==> src/rtl/lmbam_pkg.sv <==
// ----------------------------------------------------------------------------
// lmbam_pkg
// Shared types, codes and helpers of the LED matrix BAM scan engine.
// ----------------------------------------------------------------------------
package lmbam_pkg;

  // Request kinds on the input channel
  typedef enum logic [1:0] {
    KIND_WRITE = 2'd0,
    KIND_TICK  = 2'd1,
    KIND_POST  = 2'd2,
    KIND_DONE  = 2'd3
  } kind_t;

  typedef enum logic [1:0] {
    ST_CLEAR,
    ST_IDLE,
    ST_PREP,
    ST_DRAIN
  } state_t;

  // Controller -> datapath
  typedef struct packed {
    logic clear;   // zero the next store word of the sweep
    logic write;   // store word write
    logic tick;    // emit result, advance counters
    logic post;    // frame-ready post
    logic done;    // link transfer done
    logic issue;   // issue one row-preparation read
  } cmd_t;

  // Datapath -> controller
  typedef struct packed {
    logic clear_done;
    logic issue_last;
    logic link_busy;
    logic out_full;
  } status_t;

  // Nibble bit used in a subframe: weights 1,2,2,4,4,4,4 then 8
  function automatic logic [1:0] bam_bit_sel(input logic [3:0] subframe);
    logic [1:0] sel;
    case (subframe) inside
      4'd0:             sel = 2'd0;
      4'd1, 4'd2:       sel = 2'd1;
      [4'd3:4'd6]:      sel = 2'd2;
      default:          sel = 2'd3;
    endcase
    return sel;
  endfunction

endpackage

==> src/rtl/lmbam_ctrl.sv <==
// ----------------------------------------------------------------------------
// lmbam_ctrl
// Sequencer: clear sweep, request decode, row preparation read loop.
// ----------------------------------------------------------------------------
module lmbam_ctrl
  import lmbam_pkg::*;
(
  input  logic       clk,
  input  logic       rst,
  input  logic       in_valid,
  input  logic [1:0] in_kind,
  output logic       in_ready,
  input  logic       out_ready,
  input  status_t    status,
  output cmd_t       cmd
);

  state_t state;
  state_t state_next;
  logic   accept;
  kind_t  kind;

  assign kind   = kind_t'(in_kind);
  assign accept = in_valid && in_ready;

  always_ff @(posedge clk) begin
    if (rst) begin
      state <= ST_CLEAR;
    end else begin
      state <= state_next;
    end
  end

  always_comb begin
    state_next = state;
    unique case (state)
      ST_CLEAR: begin
        if (status.clear_done) state_next = ST_IDLE;
      end
      ST_IDLE: begin
        if (accept && kind == KIND_TICK && !status.link_busy) state_next = ST_PREP;
      end
      ST_PREP: begin
        if (status.issue_last) state_next = ST_DRAIN;
      end
      ST_DRAIN: begin
        state_next = ST_IDLE;
      end
      default: state_next = ST_CLEAR;
    endcase
  end

  always_comb begin
    in_ready  = 1'b0;
    cmd       = '0;
    unique case (state)
      ST_CLEAR: begin
        cmd.clear = 1'b1;
      end
      ST_IDLE: begin
        // result slot must be free or draining this cycle
        in_ready  = !status.out_full || out_ready;
        cmd.write = accept && kind == KIND_WRITE;
        cmd.tick  = accept && kind == KIND_TICK && !status.link_busy;
        cmd.post  = accept && kind == KIND_POST;
        cmd.done  = accept && kind == KIND_DONE;
      end
      ST_PREP: begin
        cmd.issue = 1'b1;
      end
      ST_DRAIN: begin
      end
      default: begin
      end
    endcase
  end

endmodule

==> config.mk <==
export PLATFORM = sky130hd
export DESIGN_NAME = lmbam_ctrl
export DESIGN_NICKNAME = d
export VERILOG_FILES = /design/src/rtl/lmbam_pkg.sv /design/src/rtl/lmbam_ctrl.sv
export SDC_FILE = /design/constraint.sdc
export NUM_CORES = 1
export LEC_CHECK = 0
export BUFFER_PORTS_ARGS = -buffer_cell sky130_fd_sc_hd__buf_2
export CAP_MARGIN = 20
export CORE_AREA = 3 3 40 42
export CTS_BUF_LIST = sky130_fd_sc_hd__clkbuf_16
export CTS_CLUSTER_SIZE = 20
export DETAILED_ROUTE_END_ITERATION = 10
export DIE_AREA = 0 0 43 45
export PLACE_DENSITY = 0.51
export SYNTH_ARGS = -nofsm -noshare
export SYNTH_HDL_FRONTEND = slang
export SYNTH_SLANG_ARGS = --single-unit
==> constraint.sdc <==
create_clock -name clk -period 1.4 [get_ports clk]
set_clock_uncertainty 0.05 [all_clocks]
set_input_delay 0.21 -clock clk [delete_from_list [all_inputs] [get_ports clk]]
set_output_delay 0.21 -clock clk [all_outputs]
set_load 0.01 [all_outputs]
# Word level (Yosys, flattened, before mapping)

Index checks and enable logic that the tools add are counted.
W data, S select, Z words.

Bits in registers: 2
Bits in latches: 0
Bits in writable memories: 0
Memory bits (read-only): 0
Bits of input ports: 10
Output and inout port bits: 7
Word-level logic and storage cells: 30
Memories kept: 0

$add $sub $neg: 0
Multiply operators: 0
Divide/modulo/power cells: 0
Order comparisons: 0
Equality and inequality tests: 9
Shifts and indexed selects: 0
Mux-type cells: 8
Bitwise operators: 0
Reductions and logical operators: 12

Operators by type and width:

| kind                 | count |
|---|---|
| $eq A2 B2 Y1 const B | 4 |
| $pmux W2 S4          | 1 |
| $logic_and A1 B1 Y1  | 6 |
| $mux W2              | 3 |
| $ne A2 B2 Y1 const B | 3 |
| $eq A2 B1 Y1 const B | 2 |
| $logic_not A2 Y1     | 2 |
| $mux W4              | 1 |
| $mux W1              | 3 |
| $reduce_and A3 Y1    | 1 |
| $logic_not A1 Y1     | 2 |
| $logic_or A1 B1 Y1   | 1 |

# Longest topological paths before layout

Gate-level depths: netlist of the first run.

Depth after elaboration: 8
Mapped depth: 6
Mapped depth without buffers: 6

# Least setup slack after synthesis of the first run

Ideal clock, no wire load.

Path type: flip-flop to output port
From: register state[1]
To: output port cmd[2] (netlist bit)
Arrival time: 1.150 ns
Data required time: 1.140 ns
Slack: -0.010 ns
Stages on the path, launching flop included: 6
Path buffers: 0
Cell sequence: dfxtp_1 -> inv_1 -> ha_1 -> and2_1 -> nand2_1 -> nor3b_1

RTL lines:

| element                  | RTL line         | text |
|---|---|---|
| start: declaration       | lmbam_ctrl.sv:18 | `state_t state;` |
| start signal: assignment | lmbam_ctrl.sv:30 | `state <= state_next;` |
| end: declaration         | lmbam_ctrl.sv:15 | `output cmd_t cmd` |

==> impl_metrics.json, run 1 <==
{
  "numCtsBuffers": 3,
  "grt_max_degree": 5,
  "cts.clk_slew.worst_paths_ps": 30,
  "multiInputGateArea_um2": 238,
  "power_mw": 1.19,
  "pwr-share-comb_pct": 53.9,
  "regArea_um2": 42.5,
  "synth_fa_ha_area_share_pct": 20.2,
  "fin_crit_ps": 1490,
  "syn_area_per_cell_um2": 9.53,
  "netlist_area_um2": 248,
  "status": "complete, but fails checks",
  "totalWireLength_um": 761,
  "fp.dieW_um": 43,
  "post_dp_cell_area_um2": 367,
  "rsz0062_at_grt": "yes",
  "ir_drop_uv": 819,
  "critPathSlowestCell": "dfxtp_2",
  "ys_warn_count": 0,
  "clk_path_buf_depth": 2,
  "hold_class": "in -> reg",
  "ctsHtreeMaxLevel": 1,
  "finalSetupTns_ps": -295,
  "final_area_um2": 538,
  "diodes": 0,
  "clkPwrFrac_pct": 36.3,
  "largest_register": "state",
  "pre_cts_slack_ps": 41.4,
  "max_cap_viol_count": 0,
  "vias": 288,
  "most-common-layout-cells": "buf_2 (14), buf_4 (7), inv_1 (4), clkbuf_16 (3)",
  "core-area_um2": 1280,
  "drtAntennaViolNets": 0,
  "core.rowCount": 13,
  "syn_nets": 40,
  "fp.dieH_um": 45,
  "synth_top_area_share_pct": 20.2,
  "worst_slew_pin_slew_ps": 220,
  "powerDensity_nw_per_um2": 2210,
  "synth-compound-area-share_pct": 30.3,
  "fillerInstances": 119,
  "synth_cell_types": 18,
  "synthSimpleGateAreaFrac_pct": 25.8,
  "first_global_vias": 312,
  "setup_viol": 7,
  "cp-start-kind": "register",
  "p_switching_mw": 0.380,
  "drc": 0,
  "clk_latency_ps": 220,
  "gp_congestion": 0.619,
  "place_hpwl_um": 507,
  "critPathKind": "reg -> out",
  "critPathCaptureType": "primary output",
  "cts_tree": "done",
  "slowest_delay_ps": 320,
  "dp_cells": 59,
  "cts_sinks": 2,
  "drtIter0Drc": 2,
  "viasPerCell": 4.30,
  "grt_pass1_wl_mm": 1.16,
  "wl_per_cell_um": 11.4,
  "grt.total_usage_pct": 9.14,
  "instances_no_fill": 67,
  "cp.arrival_ps": 1230,
  "violations": "negative setup slack",
  "area_growth_pct": 117,
  "ys_ff_latch": 2,
  "finalHoldViolations": 0,
  "num_io_pins": 17,
  "p_int_mw": 0.811,
  "fin_crit_sh_pct": 107,
  "syn-instance-count": 26,
  "max_slew_margin_pct": 85.3,
  "io_buffers": 16,
  "start_util_pct": 19.3,
  "synthMuxAreaShare_pct": 0,
  "p_seq_share_pct": 9.8,
  "p_leak_nw": 0.276,
  "crit_chain": "inv_2 > ha_4 > and2_4 > and4_2 > buf_6",
  "required_ps": 1140,
  "cts_root_buf": "clkbuf_16",
  "synth_area_leaders": "ha_1 (20%), dfxtp_1 (16%), a22oi_4 (8.6%)",
  "drtPass1Iterations": 3,
  "largest_reg_flops": 2,
  "slew_violations": 0,
  "synth-xor-area-share_pct": 0,
  "switching_share_pct": 31.9,
  "final_layout_size_suffix_gt1_share_pct": 80.8,
  "ys_seq_area_share_pct": 16.2,
  "fin_ws_ps": -94.1,
  "layout_commonest_cell": "buf_2",
  "synth_top_family_by_area": "compound AO/OA/AOI/OAI gates",
  "path_max_fanout": 4,
  "nets": 68,
  "reg.largest.list": "state (2)",
  "antenna_found_initial": 0,
  "die_area_um2": 1940,
  "synth_top_cell_by_area": "ha_1",
  "max_freq_mhz": 669,
  "grt_overflow": 0
}
## per-stage QoR
stage / hold slack, ps / utilization, %
5_1_grt: 129 / 41.9
2_1_floorplan: 228 / -
3_5_place_dp: 362 / 28.5
4_1_cts: 125 / 38.1
3_3_place_gp: 360 / 28.5
6_report: 126 / 41.9
## kinds of logic after synthesis
logic type      Yosys count
buf+inv                   5
compound gates            6
fa+ha+maj                 4
flops                     2
simple gates              9
## timing repair
action | CTS | global route
endpoints found under the setup margin | 4 | 5
pin swaps | 0 | 2
hold buffers | 0 | 0
endpoints found under the hold margin | 0 | 0
gates cloned | 0 | 0
resized for setup | 9 | 5
buffers inserted | 2 | 3
## synth_stat cells
| library cell | count |
|---|---|
| inv_1 | 5 |
| ha_1 | 4 |
| dfxtp_1 | 2 |
| a21o_1 | 1 |
| a21oi_1 | 1 |
| a21oi_2 | 1 |
| a22oi_4 | 1 |
| a311oi_2 | 1 |
| a31o_4 | 1 |
| and2_1 | 1 |
| and3_2 | 1 |
| and4_2 | 1 |
| nand2_1 | 1 |
| nand2b_1 | 1 |
| nand3_1 | 1 |
| nor3_1 | 1 |
| nor3b_1 | 1 |
| nor3b_2 | 1 |
## power by group through the flow
stage | Clock, mW | Sequential, mW | Combinational [mW]
final | 0.432 | 0.116 | 0.642
after global routing | 0.446 | 0.121 | 0.702
after CTS | 0.441 | 0.115 | 0.508
after detailed placement | 0 | 0.102 | 0.433
after global placement | 0 | 0.103 | 0.435
after floorplan | 0 | 0.103 | 0.298
## final cells by class
type	count	share of cell area [%]
inverters	5	3.49
repair buffers	23	27.0
well taps	15	3.49
flip-flops and latches	2	7.91
clock buffers	3	14.0
multi-input cells	19	44.2
## final timing paths
path	start	end	slack, ps	cells after the start
worst max-delay path	state[1]	cmd[1]	-90	5
worst min-delay path	rst	state[1]	130	2
worst max register to register	state[1]	state[1]	-60	8
worst min register to register	state[0]	state[0]	610	3
## per-layer routing
layer  part of all wire, %  up-vias  global-route usage [%]
met4                   2.2        0                    10.8
met5                     0        -                       0
met3                   8.0        2                    3.59
li1                      -      144                       -
met2                    53       16                    14.4
met1                    37      126                    8.37
## critical path, delay by kind of cell (launching register included)
kind / cells / cell delay [ps]
and+or+nand+nor: 2 / 380
DFF: 1 / 320
buffers and inverters: 2 / 170
adders and majority gates: 1 / 150
(Power assumes the default switching activity.)
==> inputs of run 2 (changes only) <==
--- a/config.mk
+++ b/config.mk
@@ -5,7 +5,7 @@
 export SDC_FILE = /design/constraint.sdc
 export NUM_CORES = 1
 export LEC_CHECK = 0
-export BUFFER_PORTS_ARGS = -buffer_cell sky130_fd_sc_hd__buf_2
+export BUFFER_PORTS_ARGS = -buffer_cell sky130_fd_sc_hd__buf_4
 export CAP_MARGIN = 20
 export CORE_AREA = 3 3 40 42
 export CTS_BUF_LIST = sky130_fd_sc_hd__clkbuf_16
==> run 2 against run 1 <==
Against the previous run: the flow still finishes with violations (negative setup slack); clock-buffer cell count did not move; wire length decreased by 9.1%; critical path depth is 1 higher; utilization increased by 1.5 points; sequential share of layout area fell by 0.27 points; global-route usage is 1.2 points lower; clock power is 1% lower; register-to-register slack better by 140 ps.
==> impl_metrics.json, run 2 (synthesis results as in run 1) <==
{
  "worst_slew_pin_slew_ps": 203,
  "holdPathEnd": "state[1]",
  "r2r_start": "state[1]",
  "finalSetupTns_ps": -257,
  "numCtsBuffers": 3,
  "grt.total_usage_pct": 7.97,
  "power_mw": 1.15,
  "io_buffers": 16,
  "place_hpwl_um": 499,
  "largest_reg_flops": 2,
  "start_util_pct": 19.3,
  "totalWireLength_um": 692,
  "clk_latency_ps": 220,
  "ir_drop_uv": 462,
  "cp-start-kind": "register",
  "first_global_vias": 291,
  "viasPerCell": 4.48,
  "grt_overflow": 0,
  "p_leak_nw": 0.282,
  "gp_congestion": 0.572,
  "powerDensity_nw_per_um2": 2070,
  "drtPass1Iterations": 4,
  "fp.dieW_um": 43,
  "cts_sinks": 2,
  "drtAntennaViolNets": 0,
  "layout_commonest_cell": "buf_4",
  "max_cap_viol_count": 0,
  "required_ps": 1140,
  "fin_ws_ps": -89.7,
  "largest_register": "state",
  "critPathKind": "reg -> out",
  "antenna_found_initial": 0,
  "violations": "negative setup slack",
  "rsz0062_at_grt": "yes",
  "worstHoldStart": "rst",
  "cp.arrival_ps": 1230,
  "finalHoldViolations": 0,
  "wl_per_cell_um": 10.5,
  "dp_cells": 60,
  "setup_viol": 4,
  "hold_class": "in -> reg",
  "num_io_pins": 17,
  "die_area_um2": 1940,
  "max_slew_margin_pct": 86.4,
  "cts_tree": "done",
  "critPathCaptureType": "primary output",
  "most-common-layout-cells": "buf_4 (19), inv_1 (4), clkbuf_16 (3), buf_6 (3)",
  "reg2regPathDepth": 6,
  "nets": 67,
  "ctsHtreeMaxLevel": 1,
  "cts_root_buf": "clkbuf_16",
  "fp.dieH_um": 45,
  "path_max_fanout": 4,
  "clk_path_buf_depth": 2,
  "core.rowCount": 13,
  "instances_no_fill": 66,
  "vias": 296,
  "fin_crit_ps": 1490,
  "post-route-util_pct": 43.3,
  "diodes": 0,
  "slew_violations": 0,
  "reg.largest.list": "state (2)",
  "cts.clk_slew.worst_paths_ps": 30,
  "max_freq_mhz": 671,
  "fin_crit_sh_pct": 106,
  "status": "complete, but fails checks",
  "drc": 0,
  "rrSetupSlack_ps": 80,
  "hold_depth": 2,
  "grt_pass1_wl_mm": 1.04,
  "final_layout_size_suffix_gt1_share_pct": 80.4,
  "drtIter0Drc": 7,
  "area_growth_pct": 125,
  "pre_cts_slack_ps": 11.8,
  "core-area_um2": 1280,
  "grt_max_degree": 5,
  "r2r-end": "state[0]"
}
[run 2: worst max-delay path by stage]
stage / end / cells after the start / from / slack (ps)
after CTS: cmd[2] / 6 / state[1] / -90
after global routing: cmd[2] / 6 / state[1] / -130
after global placement: cmd[2] / 6 / state[1] / -10
final: cmd[2] / 6 / state[1] / -90
after floorplan: cmd[4] / 5 / state[1] / 30
after detailed placement: cmd[2] / 6 / state[1] / 10
[run 2: area by class of cell]
cell class / instances / area (um2)
flip-flops and latches: 2 / 42.5
inverters: 5 / 18.8
repair buffers: 22 / 176
well taps: 15 / 18.8
clock buffers: 3 / 75.1
fillers: 127 / 728
multi-input cells: 19 / 225
[run 2: report_power, final]
group	switching (mW)	leakage, nW	internal (mW)
logic	0.263	0.228	0.347
registers	0.0253	0.0172	0.0908
clock network	0.0627	0.0370	0.363
total	0.351	0.282	0.801
[run 2: layer usage]
metal,vias to the layer above,part of all wire [%],track usage [%]
met3,2,12,3.59
met2,18,49,12.3
met4,0,3.0,10.8
met5,-,0,0
met1,132,35,6.70
li1,144,-,-
[run 2: repair_timing]
| item | 4_1_cts | 5_1_grt |
|---|---|---|
| endpoints found under the hold margin | 0 | 0 |
| hold buffers | 0 | 0 |
| endpoints found under the setup margin | 5 | 6 |
| resized for setup | 10 | 4 |
| pin swaps | 0 | 2 |
| cloned | 0 | 0 |
| buffers inserted | 1 | 2 |
[run 2: critical path, cell delays in order (launching register included)]
cell     delay (ps)
dfxtp_2         310
inv_2            70
ha_4            130
and2_4          160
nand2_4          50
nor3b_2         150
buf_4           140
[run 2: per-stage QoR]
stage / hold slack, ps / cell area, um2
after floorplan: 228 / 253
after global routing: 107 / 557
after detailed placement: 336 / 414
final: 103 / 557
after CTS: 99.1 / 526
after global placement: 338 / 414
